$ cat src/hdl/cspd_pkg.sv
`timescale 1ns / 1ps

package cspd_pkg;

  localparam int unsigned TimeW      = 32;
  localparam int unsigned DistW      = 32;
  localparam int unsigned CadW       = 8;
  localparam int unsigned SpdW       = 16;
  localparam int unsigned DelaySW    = 6;
  localparam int unsigned LimitW     = 4;
  localparam int unsigned DelayMsW   = 16;  // 63 s * 1000 fits
  localparam int unsigned LimitCkphW = 11;  // 15 km/h * 100 fits
  localparam int unsigned CfgIdxW    = 2;
  localparam int unsigned CfgDataW   = 6;
  localparam int unsigned InDataW    = 88;
  localparam int unsigned OutDataW   = 128;

  localparam logic [DelaySW-1:0] DefaultRestS    = 6'd10;
  localparam logic [DelaySW-1:0] DefaultStandbyS = 6'd5;
  localparam logic [LimitW-1:0]  DefaultLimitKph = 4'd1;

  typedef enum logic [CfgIdxW-1:0] {
    REG_REST_DELAY    = 2'd0,
    REG_STANDBY_DELAY = 2'd1,
    REG_STANDBY_LIMIT = 2'd2
  } cfg_reg_e;

  typedef enum logic {
    KIND_STOP  = 1'b0,
    KIND_COAST = 1'b1
  } period_kind_e;

  typedef struct packed {
    logic [DelayMsW-1:0]   rest_ms;
    logic [DelayMsW-1:0]   stby_ms;
    logic [LimitCkphW-1:0] limit_ckph;
  } cfg_t;

  typedef struct packed {
    logic [SpdW-1:0]  speed_ckph;
    logic [CadW-1:0]  cadence_rpm;
    logic [DistW-1:0] distance_m;
    logic [TimeW-1:0] time_ms;
  } sample_t;

  typedef struct packed {
    logic [DistW-1:0] end_distance_m;
    logic [TimeW-1:0] end_time_ms;
    logic [DistW-1:0] start_distance_m;
    logic [TimeW-1:0] start_time_ms;
  } period_t;

  function automatic logic [DelayMsW-1:0] sec_to_ms(logic [DelaySW-1:0] s,
                                                     logic [DelaySW-1:0] dflt);
    logic [DelaySW-1:0] eff;
    eff = (s == '0) ? dflt : s;
    return DelayMsW'(DelayMsW'(eff) * DelayMsW'(1000));
  endfunction

  function automatic logic [LimitCkphW-1:0] kph_to_ckph(logic [LimitW-1:0] k);
    logic [LimitW-1:0] eff;
    eff = (k == '0) ? DefaultLimitKph : k;
    return LimitCkphW'(LimitCkphW'(eff) * LimitCkphW'(100));
  endfunction

  // now - start > delay, with a backwards step counting as no time at all
  function automatic logic elapsed_over(logic [TimeW-1:0] now, logic [TimeW-1:0] start,
                                        logic [DelayMsW-1:0] delay);
    logic [TimeW:0] diff;
    diff = {1'b0, now} - {1'b0, start};
    return !diff[TimeW] && (diff[TimeW-1:0] > TimeW'(delay));
  endfunction

endpackage

$ cat src/hdl/cspd_cfg.sv
`timescale 1ns / 1ps

module cspd_cfg (
  input  logic                          clk_i,
  input  logic                          rst_ni,
  input  logic                          cfg_valid_i,
  output logic                          cfg_ready_o,
  input  logic [cspd_pkg::CfgIdxW-1:0]  cfg_index_i,
  input  logic [cspd_pkg::CfgDataW-1:0] cfg_data_i,
  output cspd_pkg::cfg_t                cfg_o
);
  import cspd_pkg::*;

  cfg_t cfg_q, cfg_d;

  assign cfg_ready_o = 1'b1;

  // registers are kept already scaled to ms and 0.01 km/h
  always_comb begin
    cfg_d = cfg_q;
    if (cfg_valid_i) begin
      case (cfg_reg_e'(cfg_index_i))
        REG_REST_DELAY:    cfg_d.rest_ms    = sec_to_ms(cfg_data_i, DefaultRestS);
        REG_STANDBY_DELAY: cfg_d.stby_ms    = sec_to_ms(cfg_data_i, DefaultStandbyS);
        REG_STANDBY_LIMIT: cfg_d.limit_ckph = kph_to_ckph(cfg_data_i[LimitW-1:0]);
        default:           cfg_d = cfg_q;
      endcase
    end
  end

  always_ff @(posedge clk_i or negedge rst_ni) begin
    if (!rst_ni) begin
      cfg_q.rest_ms    <= sec_to_ms('0, DefaultRestS);
      cfg_q.stby_ms    <= sec_to_ms('0, DefaultStandbyS);
      cfg_q.limit_ckph <= kph_to_ckph('0);
    end else begin
      cfg_q <= cfg_d;
    end
  end

  assign cfg_o = cfg_q;

endmodule

$ cat src/hdl/coast_and_stop_period_detector.sv
`timescale 1ns / 1ps

// Coast and stop period detector. Takes one ride sample per cycle and emits at
// most one period per sample: a stop period (tuser 0) when speed rises above
// the standby limit after being at or below it for longer than the standby
// delay, or a coast period (tuser 1) when pedalling resumes while moving after
// more than the rest delay of zero cadence. Each sample is registered, then
// evaluated against the held start points, and a period that it closes is
// written into the output register, from which it is offered.
// Sustained rate is one sample per cycle; while a period waits in the output
// register the input register holds one more sample, and the input side stalls
// only when a sample that closes a period meets a full output register that is
// not drained in the same cycle. The user is to write registers through the cfg
// channel only while no sample is in flight; the block does not enforce this.
module coast_and_stop_period_detector (
  input  logic                          clk_i,
  input  logic                          rst_ni,
  // cfg write channel
  input  logic                          cfg_valid_i,
  output logic                          cfg_ready_o,
  input  logic [cspd_pkg::CfgIdxW-1:0]  cfg_index_i,
  input  logic [cspd_pkg::CfgDataW-1:0] cfg_data_i,
  // samples in
  input  logic                          s_axis_tvalid,
  output logic                          s_axis_tready,
  // [31:0] time_ms, [63:32] distance_m, [71:64] cadence_rpm, [87:72] speed_ckph
  input  logic [cspd_pkg::InDataW-1:0]  s_axis_tdata,
  // periods out
  output logic                          m_axis_tvalid,
  input  logic                          m_axis_tready,
  // [31:0] start_time_ms, [63:32] start_distance_m, [95:64] end_time_ms,
  // [127:96] end_distance_m
  output logic [cspd_pkg::OutDataW-1:0] m_axis_tdata,
  // [0] period_kind
  output logic                          m_axis_tuser
);
  import cspd_pkg::*;

  cfg_t cfg;

  cspd_cfg u_cfg (
    .clk_i      (clk_i),
    .rst_ni     (rst_ni),
    .cfg_valid_i(cfg_valid_i),
    .cfg_ready_o(cfg_ready_o),
    .cfg_index_i(cfg_index_i),
    .cfg_data_i (cfg_data_i),
    .cfg_o      (cfg)
  );

  // input register
  logic    in_valid_q;
  sample_t in_q;

  // held period starts
  logic             coast_pend_q, coast_pend_d;
  logic [TimeW-1:0] coast_time_q, coast_time_d;
  logic [DistW-1:0] coast_dist_q, coast_dist_d;
  logic             stop_pend_q, stop_pend_d;
  logic [TimeW-1:0] stop_time_q, stop_time_d;
  logic [DistW-1:0] stop_dist_q, stop_dist_d;

  // output register
  logic         out_valid_q;
  period_t      out_q, res;
  period_kind_e out_kind_q, res_kind;

  logic moving, cad_zero, stop_hit, coast_hit, emit, advance;

  assign moving   = in_q.speed_ckph > SpdW'(cfg.limit_ckph);
  assign cad_zero = (in_q.cadence_rpm == '0);

  // a stop start is only taken while not moving, so on a moving sample the
  // held start is the one to check; same for coast with nonzero cadence
  assign stop_hit  = moving && stop_pend_q &&
                     elapsed_over(in_q.time_ms, stop_time_q, cfg.stby_ms);
  assign coast_hit = !cad_zero && moving && coast_pend_q &&
                     elapsed_over(in_q.time_ms, coast_time_q, cfg.rest_ms);
  assign emit      = stop_hit || coast_hit;

  assign advance       = in_valid_q && (!emit || !out_valid_q || m_axis_tready);
  assign s_axis_tready = !in_valid_q || advance;

  always_comb begin
    res.end_time_ms     = in_q.time_ms;
    res.end_distance_m  = in_q.distance_m;
    if (stop_hit) begin
      res_kind             = KIND_STOP;
      res.start_time_ms    = stop_time_q;
      res.start_distance_m = stop_dist_q;
    end else begin
      res_kind             = KIND_COAST;
      res.start_time_ms    = coast_time_q;
      res.start_distance_m = coast_dist_q;
    end
  end

  always_comb begin
    coast_pend_d = coast_pend_q;
    coast_time_d = coast_time_q;
    coast_dist_d = coast_dist_q;
    stop_pend_d  = stop_pend_q;
    stop_time_d  = stop_time_q;
    stop_dist_d  = stop_dist_q;
    if (advance) begin
      if (cad_zero && moving && !coast_pend_q) begin
        coast_pend_d = 1'b1;
        coast_time_d = in_q.time_ms;
        coast_dist_d = in_q.distance_m;
      end
      if (!moving && !stop_pend_q) begin
        stop_pend_d = 1'b1;
        stop_time_d = in_q.time_ms;
        stop_dist_d = in_q.distance_m;
      end
      if (!cad_zero || !moving) begin
        coast_pend_d = 1'b0;
      end
      if (moving) begin
        stop_pend_d = 1'b0;
      end
    end
  end

  always_ff @(posedge clk_i or negedge rst_ni) begin
    if (!rst_ni) begin
      in_valid_q   <= 1'b0;
      coast_pend_q <= 1'b0;
      stop_pend_q  <= 1'b0;
      out_valid_q  <= 1'b0;
    end else begin
      if (s_axis_tready) begin
        in_valid_q <= s_axis_tvalid;
      end
      coast_pend_q <= coast_pend_d;
      stop_pend_q  <= stop_pend_d;
      if (advance && emit) begin
        out_valid_q <= 1'b1;
      end else if (m_axis_tready) begin
        out_valid_q <= 1'b0;
      end
    end
  end

  always_ff @(posedge clk_i) begin
    if (s_axis_tvalid && s_axis_tready) begin
      in_q <= sample_t'(s_axis_tdata);
    end
    coast_time_q <= coast_time_d;
    coast_dist_q <= coast_dist_d;
    stop_time_q  <= stop_time_d;
    stop_dist_q  <= stop_dist_d;
    if (advance && emit) begin
      out_q      <= res;
      out_kind_q <= res_kind;
    end
  end

  assign m_axis_tvalid = out_valid_q;
  assign m_axis_tdata  = out_q;
  assign m_axis_tuser  = out_kind_q;

endmodule

$ cat config.mk
export PLATFORM = sky130hd
export DESIGN_NAME = coast_and_stop_period_detector
export DESIGN_NICKNAME = d
export VERILOG_FILES = /design/src/hdl/cspd_pkg.sv /design/src/hdl/cspd_cfg.sv /design/src/hdl/coast_and_stop_period_detector.sv
export SDC_FILE = /design/constraint.sdc
export NUM_CORES = 1
export LEC_CHECK = 0
export BUFFER_PORTS_ARGS = -buffer_cell sky130_fd_sc_hd__buf_2
export CORE_MARGIN = 1.5
export CORE_UTILIZATION = 25
export CTS_CLUSTER_SIZE = 24
export DETAILED_ROUTE_END_ITERATION = 6
export GPL_ROUTABILITY_DRIVEN = 0
export GPL_TIMING_DRIVEN = 0
export PLACE_DENSITY = 0.37
export SLEW_MARGIN = 20
export SYNTH_ARGS = -nofsm -noshare
export SYNTH_HDL_FRONTEND = slang
export SYNTH_SLANG_ARGS = --single-unit
$ cat constraint.sdc
create_clock -name clk_i -period 10.6 [get_ports clk_i]
set_input_delay 1.59 -clock clk_i [delete_from_list [all_inputs] [get_ports clk_i]]
set_output_delay 1.59 -clock clk_i [all_outputs]
set_load 0.02 [all_outputs]
* Word-level counts from Yosys, hierarchy flattened
Index checks and enable logic that the tools add are counted.
** Operators by class
- $add $sub $neg :: 2
- $mul :: 3
- Order comparisons :: 3
- Equality and inequality tests :: 2
- Multiplexer cells :: 11
- Reductions and logical operators :: 41
** Operators with widths (number)
- 32-bit by 32-bit subtractor with 33-bit output :: 2
- 32-bit by 16-bit greater-than comparator with 1-bit output :: 2
- 64-bit 2-to-1 mux :: 1
- 6-bit by 7-bit multiplier with 13-bit output, second input constant :: 2
- 16-bit by 11-bit greater-than comparator with 1-bit output :: 1
- 2-bit AND reduction :: 7
- 1-bit logical AND :: 13
- 6-bit 2-to-1 mux :: 2
- 1-bit logical NOT :: 9
- 4-bit by 5-bit multiplier with 9-bit output, second input constant :: 1
- 8-bit logical NOT :: 1
- 1-bit 2-to-1 mux :: 7
- 6-bit logical NOT :: 1
- 2-bit nonzero test :: 3
- 1-bit logical OR :: 5
- 4-bit logical NOT :: 1
- 4-bit 2-to-1 mux :: 1
- 2-bit by 1-bit == test with 1-bit output, second input constant :: 1
- 2-bit == test, second input constant :: 1
- 2-bit logical NOT :: 1
** Word-level totals
- Flip-flop bits (word level) :: 384
- Input bits :: 101
- Output and inout port bits :: 132
- Word-level logic and storage cells :: 82

* Depth between registers and ports, before layout
- Depth after elaboration :: 12
- Gate-level depth with buffers :: 24
- Gate-level depth less buffers :: 22

* Cells and area by module
A second synthesis with hierarchy kept.
** Unflattened totals
- Cells, all modules :: 1631
- Area total of the unflattened synthesis :: 19925.4 um^2
** Modules (own cells, without submodules)
- coast_and_stop_period_detector :: times used 1, cells an instance 1279, area an instance 16514.6 um^2, sequential area each 10460.0 um^2
- cspd_cfg :: times used 1, cells an instance 352, area an instance 3410.8 um^2, sequential area each 892.1 um^2

* Least setup slack after synthesis
Ideal clock, no wire load.
- Path type :: register -> register
- Start point :: register in_q[0] (netlist name)
- End point :: register out_q (netlist bit m_axis_tdata[0]), enable pin
- Data arrival time :: 8.797 ns
- Data required time :: 9.981 ns
- Setup slack :: 1.185 ns
- Stages on the path, launching flop included :: 23
- Period minus slack after synthesis :: 9.415 ns
- Cells stage by stage :: edfxtp_1 > inv_1 > ha_1 > fa_1 > nand2b_1 > a21oi_1 > nor2_1 > o21ai_0 > a21o_1 > a21oi_1 > xnor2_1 > ha_1 > nand4_1 > nor4_1 > nor2_1 > a211o_1 > nor3_1 > nor4bb_1 > nor4b_2 > nand4_1 > o31ai_2 > a2bb2oi_1 > nor2_1
** Between the ends
- Longest elaborated chain between the ends :: 10
- Elaborated cells between the ends (all ways) :: 16
- Classes of those cells :: 2 x add/sub; 2 x order compare; 12 x reduce/logical
** Ends and longest elaborated chain
- start: declaration :: line coast_and_stop_period_detector.sv:53 : sample_t in_q;
- start signal: assignment :: line coast_and_stop_period_detector.sv:147 : in_q <= sample_t'(s_axis_tdata);
- 32-bit by 32-bit subtractor with 33-bit output :: line cspd_pkg.sv:70 : diff = {1'b0, now} - {1'b0, start};
- 32-bit by 16-bit greater-than comparator with 1-bit output / 1-bit logical NOT (equally long branches) :: line cspd_pkg.sv:71 : return !diff[TimeW] && (diff[TimeW-1:0] > TimeW'(delay));
- 1-bit logical AND :: line cspd_pkg.sv:71
- 1-bit logical AND (on tied branches) :: line coast_and_stop_period_detector.sv:75, coast_and_stop_period_detector.sv:77
- 1-bit logical OR (*) :: line coast_and_stop_period_detector.sv:79 : assign emit = stop_hit || coast_hit;
- 1-bit logical NOT :: line coast_and_stop_period_detector.sv:81 : assign advance = in_valid_q && (!emit || !out_valid_q || m_axis_tready);
- 1-bit logical OR (2 in series) :: line coast_and_stop_period_detector.sv:81
- 1-bit logical AND :: line coast_and_stop_period_detector.sv:81
- 1-bit logical AND (*) :: line coast_and_stop_period_detector.sv:153 : if (advance && emit) begin
- end signal: assignment :: line coast_and_stop_period_detector.sv:154 : out_q <= res;
- end: declaration :: line coast_and_stop_period_detector.sv:65 : period_t out_q, res;
Every way passes the cells marked *; elsewhere a longest branch is shown, timed or not.
A chain may end at the register's enable or synchronous reset.

* Worst setup path in the final report
- Start point :: register in_q[0] (netlist name)
- End point :: output s_axis_tready
** Between the ends
- Longest elaborated chain between the ends :: 10
- Elaborated cells between the ends (all ways) :: 16
- Classes of those cells :: 2 x add/sub; 2 x order compare; 12 x reduce/logical
** Ends and longest elaborated chain
- 32-bit by 32-bit subtractor with 33-bit output :: line cspd_pkg.sv:70
- 32-bit by 16-bit greater-than comparator with 1-bit output / 1-bit logical NOT (equally long branches) :: line cspd_pkg.sv:71
- 1-bit logical AND :: line cspd_pkg.sv:71
- 1-bit logical AND (on tied branches) :: line coast_and_stop_period_detector.sv:75, coast_and_stop_period_detector.sv:77
- 1-bit logical OR (*) :: line coast_and_stop_period_detector.sv:79
- 1-bit logical NOT (*) :: line coast_and_stop_period_detector.sv:81
- 1-bit logical OR (*) (2 in series) :: line coast_and_stop_period_detector.sv:81
- 1-bit logical AND (*) :: line coast_and_stop_period_detector.sv:81
- 1-bit logical OR (*) :: line coast_and_stop_period_detector.sv:82 : assign s_axis_tready = !in_valid_q || advance;
- end: declaration :: line coast_and_stop_period_detector.sv:25 : output logic s_axis_tready,
Marked as above.

==> flow_metrics.py <==
metrics = {
    "clock_network": {
        "tritoncts": "built",
        "postCtsHoldBufs": 0,
        "cts.sinks": 384,
        "root_buffer": "clkbuf_16",
        "clk_pin_slew_worst_paths_ps": 60,
        "cts_made_buffers": 48,
        "cts_resized": 0,
        "cts_setup_buffers": 0,
        "clockBufferDepth": 3,
        "h-tree-depth": 2,
        "clk_latency_ps": 600,
    },
    "yosys": {
        "yosysWarningCount": 0,
        "avgSynthCellArea_um2": 12.83,
        "yosysSeqAreaShare": 0.5902,
        "yosys-top-cells-count": "edfxtp_1 (345), inv_1 (156), ha_1 (150)",
        "synthFlopType": "edfxtp_1",
        "synth_top_area_cell": "edfxtp_1",
        "async_reset_ff_frac": 0.1016,
        "synth_seq_cells": 384,
        "syn_area_mm2": 0.01923,
        "post_synth_inst_count": 1499,
        "synth_top_cell_area_share": 0.5386,
        "synth_edf_count": 345,
        "synth_most_common_cell": "edfxtp_1",
        "ys_types": 82,
        "synthTopCellsByArea": "edfxtp_1 (54%), ha_1 (9.8%), dfrtp_1 (3.4%)",
        "syn_nets": 1777,
    },
    "sta": {
        "tightest_slew_ps": 762.6,
        "drv_slew": 0,
        "hold_viol_final": 0,
        "fin_skew_ps": 30.00,
        "fin_tns_setup_ps": 0,
        "rsz0062_at_grt": "false",
        "fin_crit_sh": 0.7969,
        "setup_viol": 0,
        "maxSlewHeadroom": 0.4885,
        "max_freq_mhz": 118.4,
        "worst_hold_slack_ps": 469.2,
        "period_minus_slack_ps": 8448,
    },
    "routing": {
        "wl_met3_um": 1783,
        "routedWlPerCell_um": 18.21,
        "wirelength_um": 52100,
        "drt_iter0_drc": 784,
        "vias": 12450,
        "top_layer": "met5",
        "wl_met2_um": 26050,
        "dr.pass1.iters": 5,
        "ant_nets": 0,
        "post_drt_via_cell_ratio": 4.352,
        "drc_errors": 0,
        "met1_length_um": 23080,
    },
    "worst_setup_path": {
        "worstPathCellList": "inv_1 -> ha_1 -> fa_1 -> nand2b_1 -> a21oi_1 -> nor2_1 -> o21ai_0 -> a21o_1 -> a21oi_1 -> xnor2_1 -> ha_1 -> nand4_1 -> nor4_1 -> nor2_1 -> a211o_1 -> nor3_1 -> nor4bb_1 -> nor4b_2 -> nand4_1 -> o31ai_2 -> a2bb2oi_1 -> or2_2 -> buf_2",
        "r2r_slack_ps": 3550,
        "end_kind": "output port",
        "slowest_delay_ps": 730,
        "critPathRequiredTime_ps": 9010,
        "crit_path_start_kind": "flip-flop",
        "worstPathMaxFanout": 7,
        "cp_slowest_cell": "o31ai_2",
        "worstPathArrival_ps": 6860,
        "critPathKind": "reg2out",
    },
    "die": {
        "core_mm2": 0.07608,
        "dieWidth_um": 280.4,
        "rows": 101,
        "die_y_um": 280.4,
        "initial_core_util": 0.2528,
        "die_area_mm2": 0.07861,
        "ios": 233,
    },
    "placement": {
        "dp_hpwl_um": 40080,
        "port_buffers": 231,
        "dp.cells": 2772,
    },
    "final_layout": {
        "nNetsFinal": 2070,
        "syn_to_final_growth_pct": 22.41,
        "finish.utilization": 0.3095,
        "diodes": 0,
        "stdcell_count": 2861,
        "register_area_mm2": 0.01135,
        "fillers": 7797,
        "multiInputGateArea_mm2": 0.007158,
        "drive_gt1_frac": 0.2239,
    },
    "global_routing": {
        "grt_pass1_wl_um": 79210,
        "grt_max_degree": 49,
        "antenna_found_initial": 1,
        "grtUsageTotal": 0.1324,
        "first_global_vias": 12950,
        "gr-total-overflow": 0,
    },
    "min_path": {
        "min_path_type": "reg2reg",
    },
    "job": {
        "cap_violations": 0,
    },
    "power": {
        "peakVddDrop_mv": 0.1165,
        "finalPower_w": 0.004105,
        "p_leak_nw": 9.454,
        "powerDensity_mw_per_mm2": 174.3,
    },
    "run_status": {
        "status": "finished clean",
    },
}
==> critical path: cells and delay by family, from the launching register on <==
kind	cells	cell delay (ps)
buffers and inverters	2	260
DFF	1	430
AOI/OAI and AO/OA	7	2550
and+or+nand+nor	10	1910
adders and majority gates	3	950
xor gates and xnor gates	1	170
==> cells by family after synthesis <==
family                     Yosys count  synth area share
and+or+nand+nor                    305           0.07598
buffers and inverters              189           0.03883
xor gates and xnor gates            62           0.02823
adders and majority gates          177            0.1257
other                                1         0.0001950
AOI/OAI and AO/OA                  330            0.1114
DFF                                384            0.5902
muxes                               51           0.02953
==> sequential cells by signal (all words and copies together) (netlist names) <==
signal         flops
m_axis_tdata     128
in_q              88
u_cfg.cfg_o       35
coast_dist_q      32
coast_time_q      32
stop_dist_q       32
stop_time_q       32
coast_pend_q       1
in_valid_q         1
m_axis_tuser       1
m_axis_tvalid      1
stop_pend_q        1
==> layout by cell type (no fill, tap or decap), types with 9 or more instances in the layout <==
master,instances
nor2_1,54
clkinv_2,9
dfstp_2,13
ha_1,150
inv_1,156
and2_1,9
a31oi_1,13
clkbuf_1,27
dfrtp_1,26
o21ai_0,89
nand2b_1,11
nand3_1,14
clkbuf_16,49
nor2b_1,11
buf_2,239
xor2_1,22
edfxtp_1,345
mux2_2,38
a21oi_1,90
xnor2_1,40
nand2_1,133
o21bai_1,10
nand4_1,22
a211oi_1,13
a21o_1,30
nor3_1,11
fa_1,27
o21a_1,13
clkinv_1,10
==> cell type report <==
cell class              instances  share of cell area
clock inverters                31             0.01254
clock buffers                  58             0.05351
multi-input cells             926              0.3040
repair buffers                243             0.06132
well taps                    1030             0.05473
inverters                     156             0.02487
flip-flops and latches        384              0.4821
plain buffers                  33            0.006855
==> where the power goes <==
| group | switching [W] | internal (W) |
|---|---|---|
| Clock | 0.000671 | 0.000952 |
| Combinational | 0.000394 | 0.000284 |
| Sequential | 0.0000548 | 0.00175 |
==> worst paths after layout <==
path                                      to  depth (start not counted)      from
setup / recovery               s_axis_tready                         23   in_q[0]
max in group asynchronous    u_cfg.cfg_o[42]                          1    rst_ni
hold reg to reg            m_axis_tdata[125]                          0  in_q[61]
hold / removal             m_axis_tdata[125]                          0  in_q[61]
setup reg to reg                    in_q[78]                         23   in_q[0]
min in group asynchronous     u_cfg.cfg_o[7]                          1    rst_ni
==> metal layers <==
metal / vias to the layer above / track usage
met2: 211 / 0.2299
met5: - / 0
met4: 2 / 0.03451
met1: 6086 / 0.1696
li1: 6078 / -
met3: 74 / 0.02257
==> stage by stage <==
stage                     setup slack (ps)  area (µm²)
after floorplan                       1185       19230
after global placement               -4092       21680
after detailed placement              2766       21990
after CTS                             2050       23540
after global routing                  1598       23550
final                                 2152       23550
Power figures use the tool's default switching activity.
